File: src/jbl_pkg.sv
// shared types, handshake codes and defaults for the json byte lexer
`default_nettype none

package jbl_pkg;

    // default width of the byte position counter
    localparam int POS_BITS_DEFAULT = 32;

    // one source byte or an end-of-input mark
    typedef struct packed {
        logic [7:0] in_byte;
        logic       end_of_input;
    } in_item_t;

    // one token
    typedef struct packed {
        logic [3:0]  token_kind;
        logic [31:0] value_start;
        logic [31:0] value_length;
        logic        last_of_run;
    } out_item_t;

    // outcome of one lex step
    localparam logic [1:0] RES_DONE   = 2'd0;
    localparam logic [1:0] RES_AGAIN  = 2'd1;
    localparam logic [1:0] RES_REPLAY = 2'd2;

    // byte source for a lex step
    localparam logic [1:0] SRC_LIVE  = 2'd0;
    localparam logic [1:0] SRC_LATCH = 2'd1;
    localparam logic [1:0] SRC_HELD  = 2'd2;

    // token routing between pending slot and output register
    localparam logic [1:0] TOK_NONE     = 2'd0;
    localparam logic [1:0] TOK_OUT_NEW  = 2'd1;
    localparam logic [1:0] TOK_PEND_NEW = 2'd2;
    localparam logic [1:0] TOK_FLUSH    = 2'd3;

    // controller to datapath
    typedef struct packed {
        logic       step;
        logic [1:0] src;
        logic       held_idx;
        logic       load_in;
        logic [1:0] tok_op;
    } dp_cmd_t;

    // datapath to controller
    typedef struct packed {
        logic [1:0] result;
        logic       emit;
        logic       pend_valid;
        logic       out_free;
        logic       replay_last;
    } dp_status_t;

endpackage

`default_nettype wire

File: src/json_byte_lexer.sv
// Byte-serial JSON lexer. One byte (or an end-of-input mark) is taken per transfer on the
// s_ channel and the tokens it completes leave on the m_ channel, the last one of each
// input item flagged by last_of_run. A single lex unit runs one lex step per clock: the
// item's own byte, each re-lex of that byte after a keyword mismatch, a lone minus or a
// number end, and each held tail byte ('.', 'e' or exponent sign with no digit after it)
// replayed ahead of it. An item runs its lex steps, then a flush of the pending token
// when its last step emits a token and an earlier step already emitted one. End of
// input runs the same way: one step per unfinished token, the held tail bytes, then the
// end token. Every step waits for the single output register to be free, so a stall on
// the m_ side holds the s_ side; with m_ready high the next transfer is accepted on the
// cycle after the item's last step or flush.
`default_nettype none

module json_byte_lexer #(
    parameter int POSITION_BITS = jbl_pkg::POS_BITS_DEFAULT
) (
    input  wire logic               aclk,
    input  wire logic               aresetn,
    input  wire logic               s_valid,
    output logic                    s_ready,
    input  wire jbl_pkg::in_item_t  s_data,
    output logic                    m_valid,
    input  wire logic               m_ready,
    output jbl_pkg::out_item_t      m_data
);
    import jbl_pkg::*;

    dp_cmd_t    cmd;
    dp_status_t status;

    // step sequencing
    jbl_ctrl u_ctrl (
        .aclk    (aclk),
        .aresetn (aresetn),
        .s_valid (s_valid),
        .s_ready (s_ready),
        .status  (status),
        .cmd     (cmd)
    );

    // lexer state and token registers
    jbl_datapath #(
        .POSITION_BITS (POSITION_BITS)
    ) u_datapath (
        .aclk    (aclk),
        .aresetn (aresetn),
        .s_data  (s_data),
        .cmd     (cmd),
        .status  (status),
        .m_valid (m_valid),
        .m_ready (m_ready),
        .m_data  (m_data)
    );

endmodule

`default_nettype wire

File: src/jbl_ctrl.sv
// sequencer for the json byte lexer: input acceptance, re-lex, tail replay, token flush
`default_nettype none

module jbl_ctrl (
    input  wire logic                aclk,
    input  wire logic                aresetn,
    input  wire logic                s_valid,
    output logic                     s_ready,
    input  wire jbl_pkg::dp_status_t status,
    output jbl_pkg::dp_cmd_t         cmd
);
    import jbl_pkg::*;

    localparam logic [1:0] ST_IDLE   = 2'd0;
    localparam logic [1:0] ST_MAIN   = 2'd1;
    localparam logic [1:0] ST_REPLAY = 2'd2;
    localparam logic [1:0] ST_FLUSH  = 2'd3;

    logic [1:0] state_reg, state_next;
    logic       idx_reg, idx_next;
    logic [1:0] main_tok;
    logic [1:0] main_state;

    // routing and follow-up state after a step on the item's own byte
    always_comb begin
        main_tok   = TOK_NONE;
        main_state = ST_MAIN;
        if (status.result == RES_DONE) begin
            main_state = ST_IDLE;
            if (status.emit && status.pend_valid) begin
                main_tok   = TOK_PEND_NEW;
                main_state = ST_FLUSH;
            end else if (status.emit) begin
                main_tok = TOK_OUT_NEW;
            end else if (status.pend_valid) begin
                main_tok = TOK_FLUSH;
            end
        end else if (status.result == RES_REPLAY) begin
            main_tok   = status.emit ? TOK_PEND_NEW : TOK_NONE;
            main_state = ST_REPLAY;
        end else begin
            main_tok   = status.emit ? TOK_PEND_NEW : TOK_NONE;
            main_state = ST_MAIN;
        end
    end

    assign s_ready = (state_reg == ST_IDLE) && status.out_free;

    // state machine
    always_comb begin
        state_next   = state_reg;
        idx_next     = idx_reg;
        cmd.step     = 1'b0;
        cmd.src      = SRC_LATCH;
        cmd.held_idx = idx_reg;
        cmd.load_in  = 1'b0;
        cmd.tok_op   = TOK_NONE;
        case (state_reg)
            ST_IDLE: begin
                cmd.src = SRC_LIVE;
                if (s_valid && s_ready) begin
                    cmd.step    = 1'b1;
                    cmd.load_in = 1'b1;
                    cmd.tok_op  = main_tok;
                    state_next  = main_state;
                    idx_next    = 1'b0;
                end
            end
            ST_MAIN: begin
                if (status.out_free) begin
                    cmd.step   = 1'b1;
                    cmd.tok_op = main_tok;
                    state_next = main_state;
                    idx_next   = 1'b0;
                end
            end
            ST_REPLAY: begin
                cmd.src = SRC_HELD;
                if (status.out_free) begin
                    cmd.step   = 1'b1;
                    cmd.tok_op = status.emit ? TOK_PEND_NEW : TOK_NONE;
                    if (status.result != RES_AGAIN) begin
                        if (status.replay_last) begin
                            state_next = ST_MAIN;
                            idx_next   = 1'b0;
                        end else begin
                            idx_next = 1'b1;
                        end
                    end
                end
            end
            ST_FLUSH: begin
                if (status.out_free) begin
                    cmd.tok_op = TOK_FLUSH;
                    state_next = ST_IDLE;
                end
            end
            default: begin
                state_next = ST_IDLE;
            end
        endcase
    end

    always_ff @(posedge aclk) begin
        if (!aresetn) begin
            state_reg <= ST_IDLE;
            idx_reg   <= 1'b0;
        end else begin
            state_reg <= state_next;
            idx_reg   <= idx_next;
        end
    end

`ifndef SYNTHESIS
    // a finished item leaves no token waiting in the pending slot
    a_idle_no_pending: assert property (@(posedge aclk) disable iff (!aresetn)
        (state_reg == ST_IDLE) |-> !status.pend_valid)
        else $error("pending token left over while idle");

    // a dropped number tail is always replayed next
    a_replay_follows: assert property (@(posedge aclk) disable iff (!aresetn)
        (cmd.step && (cmd.src != SRC_HELD) && (status.result == RES_REPLAY))
        |=> (state_reg == ST_REPLAY))
        else $error("tail replay not started");

    // the flush state always has a token to send
    a_flush_has_token: assert property (@(posedge aclk) disable iff (!aresetn)
        (state_reg == ST_FLUSH) |-> status.pend_valid)
        else $error("flush with empty pending slot");
`endif

endmodule

`default_nettype wire

File: src/jbl_datapath.sv
// lexer state, one-byte lex step, replay bytes and token output registers
`default_nettype none

module jbl_datapath #(
    parameter int POSITION_BITS = jbl_pkg::POS_BITS_DEFAULT
) (
    input  wire logic                aclk,
    input  wire logic                aresetn,
    input  wire jbl_pkg::in_item_t   s_data,
    input  wire jbl_pkg::dp_cmd_t    cmd,
    output jbl_pkg::dp_status_t      status,
    output logic                     m_valid,
    input  wire logic                m_ready,
    output jbl_pkg::out_item_t       m_data
);
    import jbl_pkg::*;

    localparam int ExtBits = (POSITION_BITS > 32) ? POSITION_BITS : 32;

    // scan modes
    localparam logic [3:0] M_IDLE     = 4'd0;
    localparam logic [3:0] M_STR      = 4'd1;
    localparam logic [3:0] M_KW_TRUE  = 4'd2;
    localparam logic [3:0] M_KW_FALSE = 4'd3;
    localparam logic [3:0] M_KW_NULL  = 4'd4;
    localparam logic [3:0] M_MINUS    = 4'd5;
    localparam logic [3:0] M_ZERO     = 4'd6;
    localparam logic [3:0] M_DIGITS   = 4'd7;
    localparam logic [3:0] M_DOT      = 4'd8;
    localparam logic [3:0] M_FRAC     = 4'd9;
    localparam logic [3:0] M_E        = 4'd10;
    localparam logic [3:0] M_ESIGN    = 4'd11;
    localparam logic [3:0] M_EXP      = 4'd12;

    // token kinds
    localparam logic [3:0] K_NUMBER  = 4'd0;
    localparam logic [3:0] K_STRING  = 4'd1;
    localparam logic [3:0] K_TRUE    = 4'd2;
    localparam logic [3:0] K_FALSE   = 4'd3;
    localparam logic [3:0] K_NULL    = 4'd4;
    localparam logic [3:0] K_COLON   = 4'd5;
    localparam logic [3:0] K_COMMA   = 4'd6;
    localparam logic [3:0] K_LBRACE  = 4'd7;
    localparam logic [3:0] K_RBRACE  = 4'd8;
    localparam logic [3:0] K_LBRACK  = 4'd9;
    localparam logic [3:0] K_RBRACK  = 4'd10;
    localparam logic [3:0] K_ERROR   = 4'd11;
    localparam logic [3:0] K_END     = 4'd12;

    // characters
    localparam logic [7:0] CH_NUL    = 8'h00;
    localparam logic [7:0] CH_SP     = 8'h20;
    localparam logic [7:0] CH_TAB    = 8'h09;
    localparam logic [7:0] CH_LF     = 8'h0A;
    localparam logic [7:0] CH_CR     = 8'h0D;
    localparam logic [7:0] CH_COLON  = ":";
    localparam logic [7:0] CH_COMMA  = ",";
    localparam logic [7:0] CH_LBRACE = "{";
    localparam logic [7:0] CH_RBRACE = "}";
    localparam logic [7:0] CH_LBRACK = "[";
    localparam logic [7:0] CH_RBRACK = "]";
    localparam logic [7:0] CH_QUOTE  = "\"";
    localparam logic [7:0] CH_BSLASH = "\\";
    localparam logic [7:0] CH_MINUS  = "-";
    localparam logic [7:0] CH_PLUS   = "+";
    localparam logic [7:0] CH_DOT    = ".";
    localparam logic [7:0] CH_0      = "0";
    localparam logic [7:0] CH_9      = "9";
    localparam logic [7:0] CH_LA     = "a";
    localparam logic [7:0] CH_LE     = "e";
    localparam logic [7:0] CH_UE     = "E";
    localparam logic [7:0] CH_LF_    = "f";
    localparam logic [7:0] CH_LL     = "l";
    localparam logic [7:0] CH_LN     = "n";
    localparam logic [7:0] CH_LR     = "r";
    localparam logic [7:0] CH_LS     = "s";
    localparam logic [7:0] CH_LT     = "t";
    localparam logic [7:0] CH_LU     = "u";

    // expected keyword byte after the first letter
    function automatic logic [7:0] kw_char(input logic [3:0] mode, input logic [2:0] idx);
        logic [7:0] c;
        c = CH_NUL;
        case (mode)
            M_KW_TRUE: begin
                case (idx)
                    3'd0:    c = CH_LR;
                    3'd1:    c = CH_LU;
                    3'd2:    c = CH_LE;
                    default: c = CH_NUL;
                endcase
            end
            M_KW_FALSE: begin
                case (idx)
                    3'd0:    c = CH_LA;
                    3'd1:    c = CH_LL;
                    3'd2:    c = CH_LS;
                    3'd3:    c = CH_LE;
                    default: c = CH_NUL;
                endcase
            end
            M_KW_NULL: begin
                case (idx)
                    3'd0:    c = CH_LU;
                    3'd1:    c = CH_LL;
                    3'd2:    c = CH_LL;
                    default: c = CH_NUL;
                endcase
            end
            default: c = CH_NUL;
        endcase
        return c;
    endfunction

    // keyword bytes left after the first letter
    function automatic logic [2:0] kw_len(input logic [3:0] mode);
        logic [2:0] n;
        case (mode)
            M_KW_FALSE: n = 3'd4;
            default:    n = 3'd3;
        endcase
        return n;
    endfunction

    function automatic logic [3:0] kw_kind(input logic [3:0] mode);
        logic [3:0] k;
        case (mode)
            M_KW_TRUE:  k = K_TRUE;
            M_KW_FALSE: k = K_FALSE;
            default:    k = K_NULL;
        endcase
        return k;
    endfunction

    // lexer state
    logic [3:0]               mode_reg, mode_next;
    logic [POSITION_BITS-1:0] pos_reg, pos_next;
    logic [POSITION_BITS-1:0] tb_reg, tb_next;
    logic [2:0]               kp_reg, kp_next;
    logic                     esc_reg, esc_next;
    logic [1:0]               rc_reg, rc_next;
    logic [1:0]               tail_cnt_reg, tail_cnt_next;
    logic [7:0]               held_reg [2];
    in_item_t                 in_item_reg, in_item_next;

    // output side
    logic      m_valid_reg, m_valid_next;
    out_item_t m_data_reg, m_data_next;
    logic      pend_valid_reg, pend_valid_next;
    out_item_t pend_reg, pend_next;

    // lex step signals
    logic [7:0]               sel_byte;
    logic                     sel_fin;
    logic [POSITION_BITS-1:0] replay_pos, lex_pos;
    logic [POSITION_BITS-1:0] num_len, tail_len;
    logic                     is_dig;
    logic                     kw_hit;
    logic [2:0]               kp_inc;
    logic [3:0]               lx_mode;
    logic [POSITION_BITS-1:0] lx_pos, lx_tb;
    logic [2:0]               lx_kp;
    logic                     lx_esc;
    logic [1:0]               lx_rc;
    logic                     lx_wr0, lx_wr1;
    logic                     lx_emit;
    logic [3:0]               lx_kind;
    logic [POSITION_BITS-1:0] lx_start, lx_len;
    logic [1:0]               lx_res;
    logic [ExtBits-1:0]       start_ext, len_ext;
    out_item_t                new_tok;

    // byte and position feeding the lex step
    always_comb begin
        case (cmd.src)
            SRC_LIVE: begin
                sel_byte = s_data.in_byte;
                sel_fin  = s_data.end_of_input;
            end
            SRC_HELD: begin
                sel_byte = held_reg[cmd.held_idx];
                sel_fin  = 1'b0;
            end
            default: begin
                sel_byte = in_item_reg.in_byte;
                sel_fin  = in_item_reg.end_of_input;
            end
        endcase
    end

    assign replay_pos = pos_reg - POSITION_BITS'(tail_cnt_reg)
                        + POSITION_BITS'(cmd.held_idx);
    assign lex_pos    = (cmd.src == SRC_HELD) ? replay_pos : pos_reg;
    assign num_len    = lex_pos - tb_reg;
    assign tail_len   = lex_pos - POSITION_BITS'(rc_reg) - tb_reg;
    assign is_dig     = sel_byte inside {[CH_0:CH_9]};
    assign kw_hit     = (kp_reg < kw_len(mode_reg)) && (sel_byte == kw_char(mode_reg, kp_reg));
    assign kp_inc     = kp_reg + 3'd1;

    // one lex step: one byte, or one end-of-stream step
    always_comb begin
        lx_mode  = mode_reg;
        lx_pos   = pos_reg;
        lx_tb    = tb_reg;
        lx_kp    = kp_reg;
        lx_esc   = esc_reg;
        lx_rc    = rc_reg;
        lx_wr0   = 1'b0;
        lx_wr1   = 1'b0;
        lx_emit  = 1'b0;
        lx_kind  = K_ERROR;
        lx_start = '0;
        lx_len   = '0;
        lx_res   = RES_DONE;
        if (sel_fin) begin
            case (mode_reg)
                M_IDLE: begin
                    lx_emit = 1'b1;
                    lx_kind = K_END;
                    lx_pos  = '0;
                    lx_tb   = '0;
                    lx_kp   = '0;
                    lx_esc  = 1'b0;
                    lx_rc   = '0;
                end
                M_ZERO, M_DIGITS, M_FRAC, M_EXP: begin
                    lx_emit  = 1'b1;
                    lx_kind  = K_NUMBER;
                    lx_start = tb_reg;
                    lx_len   = num_len;
                    lx_mode  = M_IDLE;
                    lx_res   = RES_AGAIN;
                end
                M_DOT, M_E, M_ESIGN: begin
                    lx_emit  = 1'b1;
                    lx_kind  = K_NUMBER;
                    lx_start = tb_reg;
                    lx_len   = tail_len;
                    lx_mode  = M_IDLE;
                    lx_rc    = '0;
                    lx_res   = RES_REPLAY;
                end
                default: begin
                    lx_emit = 1'b1;
                    lx_mode = M_IDLE;
                    lx_res  = RES_AGAIN;
                end
            endcase
        end else begin
            case (mode_reg)
                M_IDLE: begin
                    case (sel_byte)
                        CH_SP, CH_TAB, CH_LF, CH_CR: begin
                        end
                        CH_COLON:  begin lx_emit = 1'b1; lx_kind = K_COLON;  end
                        CH_COMMA:  begin lx_emit = 1'b1; lx_kind = K_COMMA;  end
                        CH_LBRACE: begin lx_emit = 1'b1; lx_kind = K_LBRACE; end
                        CH_RBRACE: begin lx_emit = 1'b1; lx_kind = K_RBRACE; end
                        CH_LBRACK: begin lx_emit = 1'b1; lx_kind = K_LBRACK; end
                        CH_RBRACK: begin lx_emit = 1'b1; lx_kind = K_RBRACK; end
                        CH_LT:     begin lx_mode = M_KW_TRUE;  lx_kp = '0; end
                        CH_LF_:    begin lx_mode = M_KW_FALSE; lx_kp = '0; end
                        CH_LN:     begin lx_mode = M_KW_NULL;  lx_kp = '0; end
                        CH_QUOTE: begin
                            lx_mode = M_STR;
                            lx_esc  = 1'b0;
                            lx_tb   = lex_pos + POSITION_BITS'(1);
                        end
                        CH_MINUS: begin lx_mode = M_MINUS; lx_tb = lex_pos; end
                        CH_0:     begin lx_mode = M_ZERO;  lx_tb = lex_pos; end
                        default: begin
                            if (is_dig) begin
                                lx_mode = M_DIGITS;
                                lx_tb   = lex_pos;
                            end else begin
                                lx_emit = 1'b1;
                            end
                        end
                    endcase
                end
                M_STR: begin
                    // a backslash escapes exactly the next byte
                    if (esc_reg) begin
                        lx_esc = 1'b0;
                    end else if (sel_byte == CH_BSLASH) begin
                        lx_esc = 1'b1;
                    end else if (sel_byte == CH_QUOTE) begin
                        lx_emit  = 1'b1;
                        lx_kind  = K_STRING;
                        lx_start = tb_reg;
                        lx_len   = num_len;
                        lx_mode  = M_IDLE;
                    end
                end
                M_KW_TRUE, M_KW_FALSE, M_KW_NULL: begin
                    if (kw_hit) begin
                        lx_kp = kp_inc;
                        if (kp_inc >= kw_len(mode_reg)) begin
                            lx_emit = 1'b1;
                            lx_kind = kw_kind(mode_reg);
                            lx_mode = M_IDLE;
                            lx_kp   = '0;
                        end
                    end else begin
                        lx_emit = 1'b1;
                        lx_mode = M_IDLE;
                        lx_kp   = '0;
                        lx_res  = RES_AGAIN;
                    end
                end
                M_MINUS: begin
                    if (sel_byte == CH_0) begin
                        lx_mode = M_ZERO;
                    end else if (is_dig) begin
                        lx_mode = M_DIGITS;
                    end else begin
                        lx_emit = 1'b1;
                        lx_mode = M_IDLE;
                        lx_res  = RES_AGAIN;
                    end
                end
                M_ZERO, M_DIGITS, M_FRAC: begin
                    if (is_dig && (mode_reg != M_ZERO)) begin
                    end else if ((sel_byte == CH_DOT) && (mode_reg != M_FRAC)) begin
                        lx_mode = M_DOT;
                        lx_wr0  = 1'b1;
                        lx_rc   = 2'd1;
                    end else if (sel_byte inside {CH_LE, CH_UE}) begin
                        lx_mode = M_E;
                        lx_wr0  = 1'b1;
                        lx_rc   = 2'd1;
                    end else begin
                        lx_emit  = 1'b1;
                        lx_kind  = K_NUMBER;
                        lx_start = tb_reg;
                        lx_len   = num_len;
                        lx_mode  = M_IDLE;
                        lx_res   = RES_AGAIN;
                    end
                end
                M_DOT, M_E, M_ESIGN: begin
                    if (is_dig) begin
                        lx_mode = (mode_reg == M_DOT) ? M_FRAC : M_EXP;
                        lx_rc   = '0;
                    end else if ((mode_reg == M_E) && (sel_byte inside {CH_PLUS, CH_MINUS})) begin
                        lx_mode = M_ESIGN;
                        lx_wr1  = 1'b1;
                        lx_rc   = 2'd2;
                    end else begin
                        // drop the unconfirmed tail and lex it again
                        lx_emit  = 1'b1;
                        lx_kind  = K_NUMBER;
                        lx_start = tb_reg;
                        lx_len   = tail_len;
                        lx_mode  = M_IDLE;
                        lx_rc    = '0;
                        lx_res   = RES_REPLAY;
                    end
                end
                M_EXP: begin
                    if (!is_dig) begin
                        lx_emit  = 1'b1;
                        lx_kind  = K_NUMBER;
                        lx_start = tb_reg;
                        lx_len   = num_len;
                        lx_mode  = M_IDLE;
                        lx_res   = RES_AGAIN;
                    end
                end
                default: begin
                    lx_mode = M_IDLE;
                    lx_res  = RES_AGAIN;
                end
            endcase
            // the item's own byte is consumed
            if ((lx_res == RES_DONE) && (cmd.src != SRC_HELD)) begin
                lx_pos = pos_reg + POSITION_BITS'(1);
            end
        end
    end

    // token built by this step
    assign start_ext = ExtBits'(lx_start);
    assign len_ext   = ExtBits'(lx_len);
    always_comb begin
        new_tok.token_kind   = lx_kind;
        new_tok.value_start  = start_ext[31:0];
        new_tok.value_length = len_ext[31:0];
        new_tok.last_of_run  = 1'b0;
    end

    // state update
    always_comb begin
        mode_next     = mode_reg;
        pos_next      = pos_reg;
        tb_next       = tb_reg;
        kp_next       = kp_reg;
        esc_next      = esc_reg;
        rc_next       = rc_reg;
        tail_cnt_next = tail_cnt_reg;
        in_item_next  = cmd.load_in ? s_data : in_item_reg;
        if (cmd.step) begin
            mode_next = lx_mode;
            pos_next  = lx_pos;
            tb_next   = lx_tb;
            kp_next   = lx_kp;
            esc_next  = lx_esc;
            rc_next   = lx_rc;
            if (lx_res == RES_REPLAY) begin
                tail_cnt_next = rc_reg;
            end
        end
    end

    // pending slot and output register
    always_comb begin
        m_valid_next    = m_valid_reg && !m_ready;
        m_data_next     = m_data_reg;
        pend_valid_next = pend_valid_reg;
        pend_next       = pend_reg;
        case (cmd.tok_op)
            TOK_OUT_NEW: begin
                m_valid_next             = 1'b1;
                m_data_next              = new_tok;
                m_data_next.last_of_run  = 1'b1;
            end
            TOK_PEND_NEW: begin
                if (pend_valid_reg) begin
                    m_valid_next = 1'b1;
                    m_data_next  = pend_reg;
                end
                pend_valid_next = 1'b1;
                pend_next       = new_tok;
            end
            TOK_FLUSH: begin
                if (pend_valid_reg) begin
                    m_valid_next            = 1'b1;
                    m_data_next             = pend_reg;
                    m_data_next.last_of_run = 1'b1;
                end
                pend_valid_next = 1'b0;
            end
            default: begin
            end
        endcase
    end

    always_ff @(posedge aclk) begin
        if (!aresetn) begin
            mode_reg       <= M_IDLE;
            pos_reg        <= '0;
            tb_reg         <= '0;
            kp_reg         <= '0;
            esc_reg        <= 1'b0;
            rc_reg         <= '0;
            tail_cnt_reg   <= '0;
            m_valid_reg    <= 1'b0;
            pend_valid_reg <= 1'b0;
        end else begin
            mode_reg       <= mode_next;
            pos_reg        <= pos_next;
            tb_reg         <= tb_next;
            kp_reg         <= kp_next;
            esc_reg        <= esc_next;
            rc_reg         <= rc_next;
            tail_cnt_reg   <= tail_cnt_next;
            m_valid_reg    <= m_valid_next;
            pend_valid_reg <= pend_valid_next;
        end
    end

    // payload registers
    always_ff @(posedge aclk) begin
        in_item_reg <= in_item_next;
        m_data_reg  <= m_data_next;
        pend_reg    <= pend_next;
        if (cmd.step && lx_wr0) begin
            held_reg[0] <= sel_byte;
        end
        if (cmd.step && lx_wr1) begin
            held_reg[1] <= sel_byte;
        end
    end

    assign m_valid = m_valid_reg;
    assign m_data  = m_data_reg;

    always_comb begin
        status.result      = lx_res;
        status.emit        = lx_emit;
        status.pend_valid  = pend_valid_reg;
        status.out_free    = !m_valid_reg || m_ready;
        status.replay_last = (2'({1'b0, cmd.held_idx}) + 2'd1) == tail_cnt_reg;
    end

`ifndef SYNTHESIS
    // the end token always closes its run
    a_end_is_last: assert property (@(posedge aclk) disable iff (!aresetn)
        (m_valid_reg && (m_data_reg.token_kind == K_END)) |-> m_data_reg.last_of_run)
        else $error("end token without last_of_run");

    // position only moves on a lex step
    a_pos_hold: assert property (@(posedge aclk) disable iff (!aresetn)
        !cmd.step |=> $stable(pos_reg))
        else $error("byte position moved without a lex step");

    // replaying held bytes needs a held count
    a_tail_count: assert property (@(posedge aclk) disable iff (!aresetn)
        (cmd.step && (cmd.src == SRC_HELD)) |-> (tail_cnt_reg != 2'd0))
        else $error("replay with no held bytes");
`endif

endmodule

`default_nettype wire
File: config.mk
export PLATFORM = sky130hd
export DESIGN_NAME = json_byte_lexer
export DESIGN_NICKNAME = d
export VERILOG_FILES = /design/src/jbl_pkg.sv /design/src/json_byte_lexer.sv /design/src/jbl_ctrl.sv /design/src/jbl_datapath.sv
export SDC_FILE = /design/constraint.sdc
export NUM_CORES = 1
export LEC_CHECK = 0
export BUFFER_PORTS_ARGS = -buffer_cell sky130_fd_sc_hd__buf_4
export CAP_MARGIN = 20
export CORE_MARGIN = 10
export CORE_UTILIZATION = 64
export CTS_CLUSTER_DIAMETER = 30
export DETAILED_ROUTE_END_ITERATION = 6
export PLACE_DENSITY = 0.8
export SYNTH_ARGS = -nofsm -noshare
export SYNTH_HDL_FRONTEND = slang
export SYNTH_HIERARCHICAL = 1
export SYNTH_SLANG_ARGS = --single-unit
export TNS_END_PERCENT = 50
File: constraint.sdc
create_clock -name aclk -period 7.8 [get_ports aclk]
set_input_delay 0.39 -clock aclk [delete_from_list [all_inputs] [get_ports aclk]]
set_output_delay 0.39 -clock aclk [all_outputs]
set_load 0.05 [all_outputs]
---- Word-level counts from Yosys, hierarchy flattened ----
Memory sizes are Yosys's and may differ from the RTL's. A register that Yosys moved wholly into a read port is not among the register bits.
Index checks and enable logic that the tools add are counted.
word-level totals
  register bits ........................... 227
  memory bits (writable) .................. 16
  bits of input ports ..................... 13
  logic and storage cells ................. 343
  memories kept ........................... 1
memory list
  memory               words  bits a word  rd ports  clocked after Yosys merged registers in  write ports  RTL line             RTL
  u_datapath.held_reg  2      8            1         1                                        1            jbl_datapath.sv:143  logic [7:0] held_reg [2];
operators by class
  add/subtract/negate cells ............... 9
  magnitude comparators ................... 4
  eq/ne operators ......................... 73
  multiplexer cells ....................... 178
  reduce and logical (&&, ||, !) cells .... 58
operators with widths
  cell                                                 count
  two-way mux 32 bit                                   28
  case mux 32 bit (4 select lines)                     2
  case mux 69 bit (3 select lines)                     1
  two-way mux 69 bit                                   2
  two-way mux 4 bit                                    26
  case mux 32 bit (3 select lines)                     1
  equality test 8 x 7 -> 1 bit, second input constant  10
  adder 32 x 1 -> 32 bit, second input constant        2
  equality test 8 x 6 -> 1 bit, second input constant  8
  case mux 32 bit (2 select lines)                     1
  subtractor 32 x 2 -> 32 bit                          2
  subtractor 32 bit                                    2
  two-way mux 2 bit                                    31
  case mux 4 bit (7 select lines)                      2
  case mux 4 bit (6 select lines)                      2
  two-way mux 1 bit                                    47
  two-way mux 3 bit                                    12
  adder 32 x 1 -> 32 bit                               1
  case mux 7 bit (4 select lines)                      1
  equality test 8 x 4 -> 1 bit, second input constant  3
  case mux 8 bit (3 select lines)                      1
  case mux 7 bit (3 select lines)                      1
  equality test 4 bit, second input constant           5
  OR reduction 10 bit                                  2
  other kinds (57)                                     129

---- Depth between registers and ports, before layout ----
  depth after elaboration ................. 22
  mapped depth ............................ 27
  gate-level depth less buffers ........... 26

---- By module ----
Netlist, hierarchy kept.
by module, submodules not included
  module        instances  cells each  area an instance (sq um)  seq. area each (sq um)
  jbl_datapath  1          2225        19525.0                   6426.2
  jbl_ctrl      1          47          381.6                     60.1

---- Least setup slack after synthesis ----
No wires, ideal clock.
  kind .................................... reg-to-reg
  start ................................... register u_ctrl.state_reg[0]
  end ..................................... register u_datapath/pend_reg[10] (netlist name), enable pin
  setup time .............................. 0.422 ns
  arrival ................................. 5.430 ns
  data required time ...................... 7.378 ns
  slack ................................... 1.948 ns
  cell stages (with the launch flop) ...... 21
  path buffers ............................ 5
  path through ............................ dfxtp_1 -> inv_1 -> ha_1 -> buf_2 -> buf_2 -> buf_2 -> nand3b_1 -> a2111oi_0 -> o211ai_1 -> o21ai_1 -> nor2_1 -> o21ai_1 -> clkinv_1 -> buf_2 -> nor2_1 -> mux2_2 -> a221oi_1 -> o21ai_0 -> clkbuf_1 -> nand2b_1 -> inv_1
RTL lines
  item                    RTL line             RTL
  from (decl)             jbl_ctrl.sv:19       logic [1:0] state_reg, state_next;
  from (signal assigned)  jbl_ctrl.sv:109      state_reg <= state_next;
  to (signal assigned)    jbl_datapath.sv:476  pend_reg <= pend_next;
  to (decl)               jbl_datapath.sv:150  out_item_t pend_reg, pend_next;

==> qor.csv <==
stage,metric,value,unit
final_layout,area grow syn2layout,14.2,%
synth,Yosys Warn Count,6,
setup_path,critical path required time,8100,ps
routing,Routed WL,58600,um
worst_hold_path,worst min-delay path class,input port to register,
place,dpl hpwl,42700,um
synth,synth cell count leaders,"inv_1 (212), nand2_1 (192), ha_1 (173), edfxtp_1 (162), a21oi_1 (134)",
final_layout,fin nets,2533,
synth,Post-synth EDFFs,162,
setup_path,CP arrival,6740,ps
setup_path,R2R Setup Slk,1370,ps
clocking,CTS root buf,clkbuf_16,
clocking,Clock Tree Buf Depth,3,
synth,simple-gate area share of the yosys netlist,0.189,
setup_path,R2R Path Start,u_datapath/pos_reg[0],
place,GPL Wtd Cong,1.02,
global_route,initial antenna violation count,0,
synth,Synth Area per Inst,8.76,sq um
worst_hold_path,hold_sp,s_data[7],
timing,highest clock rate,155,MHz
routing,Routed Antenna Nets,0,
synth,Syn Nets,2462,
clocking,clock sinks,243,
synth,post-synthesis mux area share,0.0605,
synth,Yosys cell types,101,
routing,post-DR wirelength/cell,21.0,um
synth,Post-Syn Instances,2272,
global_route,largest net degree at the start of global routing,71,
clocking,CTS tree,yes,
routing,Remaining DRCs,0,
timing,smallest hold slack,15.7,ps
floorplan,Starting Density,0.649,
synth,Post-Synth XOR/XNOR Area,0.0339,
synth,"Primary FF master, synth",edfxtp_1,
timing,Tcrit/Tclk final,0.825,
floorplan,core area,0.0307,sq mm
worst_hold_path,worst hold endpoint,u_datapath/in_item_reg[7],
clocking,H-tree depth,2,
floorplan,io pins,84,
global_route,GRT Util Overall,0.290,
setup_path,CP startpoint kind,register,
power_and_ir_drop,peak supply drop,0.303,mV
routing,vias per std cell,6.63,
clocking,postcts setup bufs,0,
synth,register area share after synthesis,0.326,
timing,Max Slew Vio Count,0,
floorplan,die area,0.0386,sq mm
timing,post-layout min period,6430,ps
clocking,Worst-path clk slew,50,ps
final_layout,Filler cells,2155,
routing,DR pass1 iterations,6,
timing,Worst slew margin,0.247,
synth,Area contributors post-synth,"edfxtp_1 (24%), ha_1 (11%), dfxtp_1 (8.1%)",
power_and_ir_drop,pwr dens,342,mW/mm^2
routing,initial DRC count,2474,
synth,Synth top area share,0.244,
synth,Synth area leader,edfxtp_1,
floorplan,Die Width,196,um
timing,post-route setup TNS,0,ps
clocking,CTS Hold Bufs,3,
final_layout,max reg flops,69,
synth,compound-gate portion of the synthesized area,0.217,
clocking,Num CTS Buffers,54,
synth,Post-Synth Adder-Cell Area,0.113,
setup_path,CP Capture Type,register,
timing,Layout Skew,28.4,ps
synth,most frequent cell after synthesis,inv_1,
setup_path,worst r2r dst,u_datapath/m_data[32],
setup_path,crit path max fanout,6,
clocking,clock latency on the worst-skew pair,580,ps
run_status,status,finished clean,
floorplan,Die Y-Extent,196,um
place,Port Buffer Count,83,
setup_path,worst r2r path cells,23,
clocking,post_cts resized,0,
timing,hold violation total from the final report,0,
synth,largest family of logic cells by synthesized area,compound AO/OA/AOI/OAI gates,
global_route,first-pass GRT wire length,93100,um
global_route,total gr overflow,0,
setup_path,crit path kind,register to register,
worst_hold_path,Hold Crit Depth,1,
floorplan,# rows,64,
routing,total number of vias,18500,
global_route,vias in the first global route,17200,
synth,Synth Cell Area,0.0199,sq mm
timing,unrepaired setup endpoints after global routing,no,
job,total of max-cap violations,0,
power_and_ir_drop,Pleak,9.35,nW
timing,# setup viols final,0,
synth,"FF+latch count, synth",243,
timing,Slew @ Worst Pin,1130,ps
synth,"Async S/R FF share, synth",0,
final_layout,share of layout cells above drive strength 1,0.140,
critical path, stage by stage, from the launching register on:
cell and delay (ps):
dfxtp_1 390, inv_1 90, ha_1 280, inv_1 40, ha_1 210, fa_1 470, a21o_1 230, a221oi_2 410
or4_1 220, a21oi_1 80, or4_1 510, nand3_1 210, ha_1 330, inv_1 160, ha_1 330, a21o_1 210
a211o_1 320, a221oi_1 360, o21ai_0 120, a21oi_1 280, o21ai_0 270, mux2i_1 180, a211oi_1 340, a221oi_1 130
power breakdown:
group	internal (mW)	total, mW	switching [mW]
Combinational	1.06	3.43	2.37
Sequential	1.93	2.06	0.131
Clock	1.48	2.29	0.806
Total	4.47	7.78	3.31
worst max-delay path by stage:
stage | end | depth (start not counted) | start
after floorplan | u_datapath/pend_reg[10] | 20 | u_ctrl/state_reg[0]
after global placement | u_datapath/m_data[32] | 23 | u_datapath/pos_reg[0]
after detailed placement | u_datapath/m_data[32] | 23 | u_datapath/pos_reg[0]
after CTS | u_datapath/m_data[32] | 21 | u_datapath/pos_reg[0]
after global routing | u_datapath/m_data[32] | 21 | u_datapath/pos_reg[0]
final | u_datapath/m_data[32] | 23 | u_datapath/pos_reg[0]
area by class of cell:
| class | instances | area [sq um] | share of cell area |
|---|---|---|---|
| sequential | 243 | 6490 | 0.285 |
| clock buffer | 61 | 1400 | 0.0615 |
| antenna | 1 | 2.50 | 0.000110 |
| clock inverter | 41 | 459 | 0.0202 |
| inverter | 219 | 822 | 0.0362 |
| multi-input combinational | 1715 | 12200 | 0.538 |
| timing repair buffer | 110 | 846 | 0.0372 |
| tap | 396 | 495 | 0.0218 |
cell families after synthesis:
| family | count (synthesis) |
|---|---|
| and+or+nand+nor | 728 |
| AOI/OAI and AO/OA | 622 |
| buffers and inverters | 314 |
| DFF | 243 |
| adders and majority gates | 177 |
| muxes | 111 |
| xor gates and xnor gates | 77 |
metrics by stage:
step | area, sq um | std cells | util | setup WS (ps) | total power [mW]
floorplan | 19900 | 2272 | - | 1950 | 4.47
global placement | 20800 | 2677 | 0.679 | 1700 | 5.34
detailed placement | 20800 | 2677 | 0.679 | 1540 | 5.42
CTS | 22700 | 2782 | 0.740 | 1490 | 7.74
global route | 22700 | 2785 | 0.741 | 1040 | 8.10
finish | 22700 | 2786 | 0.741 | 1370 | 7.78
cell usage in the layout, fill, tap and decap left out, types with 16 or more instances in the layout:
cell type	netlist	final
clkbuf_16	0	55
a211oi_1	16	16
buf_4	5	106
a31oi_1	25	24
nand2_1	192	192
inv_1	212	211
xnor2_1	62	62
edfxtp_1	162	162
nor4_1	30	30
nand3_1	89	89
o211ai_1	31	31
a21o_1	59	59
o21a_1	28	28
o31ai_1	25	25
or4_1	23	23
nand2b_1	18	17
mux2i_1	39	39
a21boi_0	26	26
a21oi_1	134	134
or3_1	22	22
nor2_1	119	118
nor2b_1	22	21
mux2_2	71	70
and2_1	49	49
and3_1	24	24
ha_1	173	173
o22ai_1	20	20
nand4_1	27	27
o21ai_0	87	86
dfxtp_1	81	81
nor3_1	47	47
metal layers:
layer | vias to the layer above | part of all wire | GRT usage
li1 | 8558 | - | -
met1 | 8724 | 0.44 | 0.416
met2 | 1073 | 0.44 | 0.443
met3 | 124 | 0.10 | 0.0468
met4 | 0 | 0.026 | 0.0817
met5 | - | 0 | 0
(Power assumes the default switching activity.)
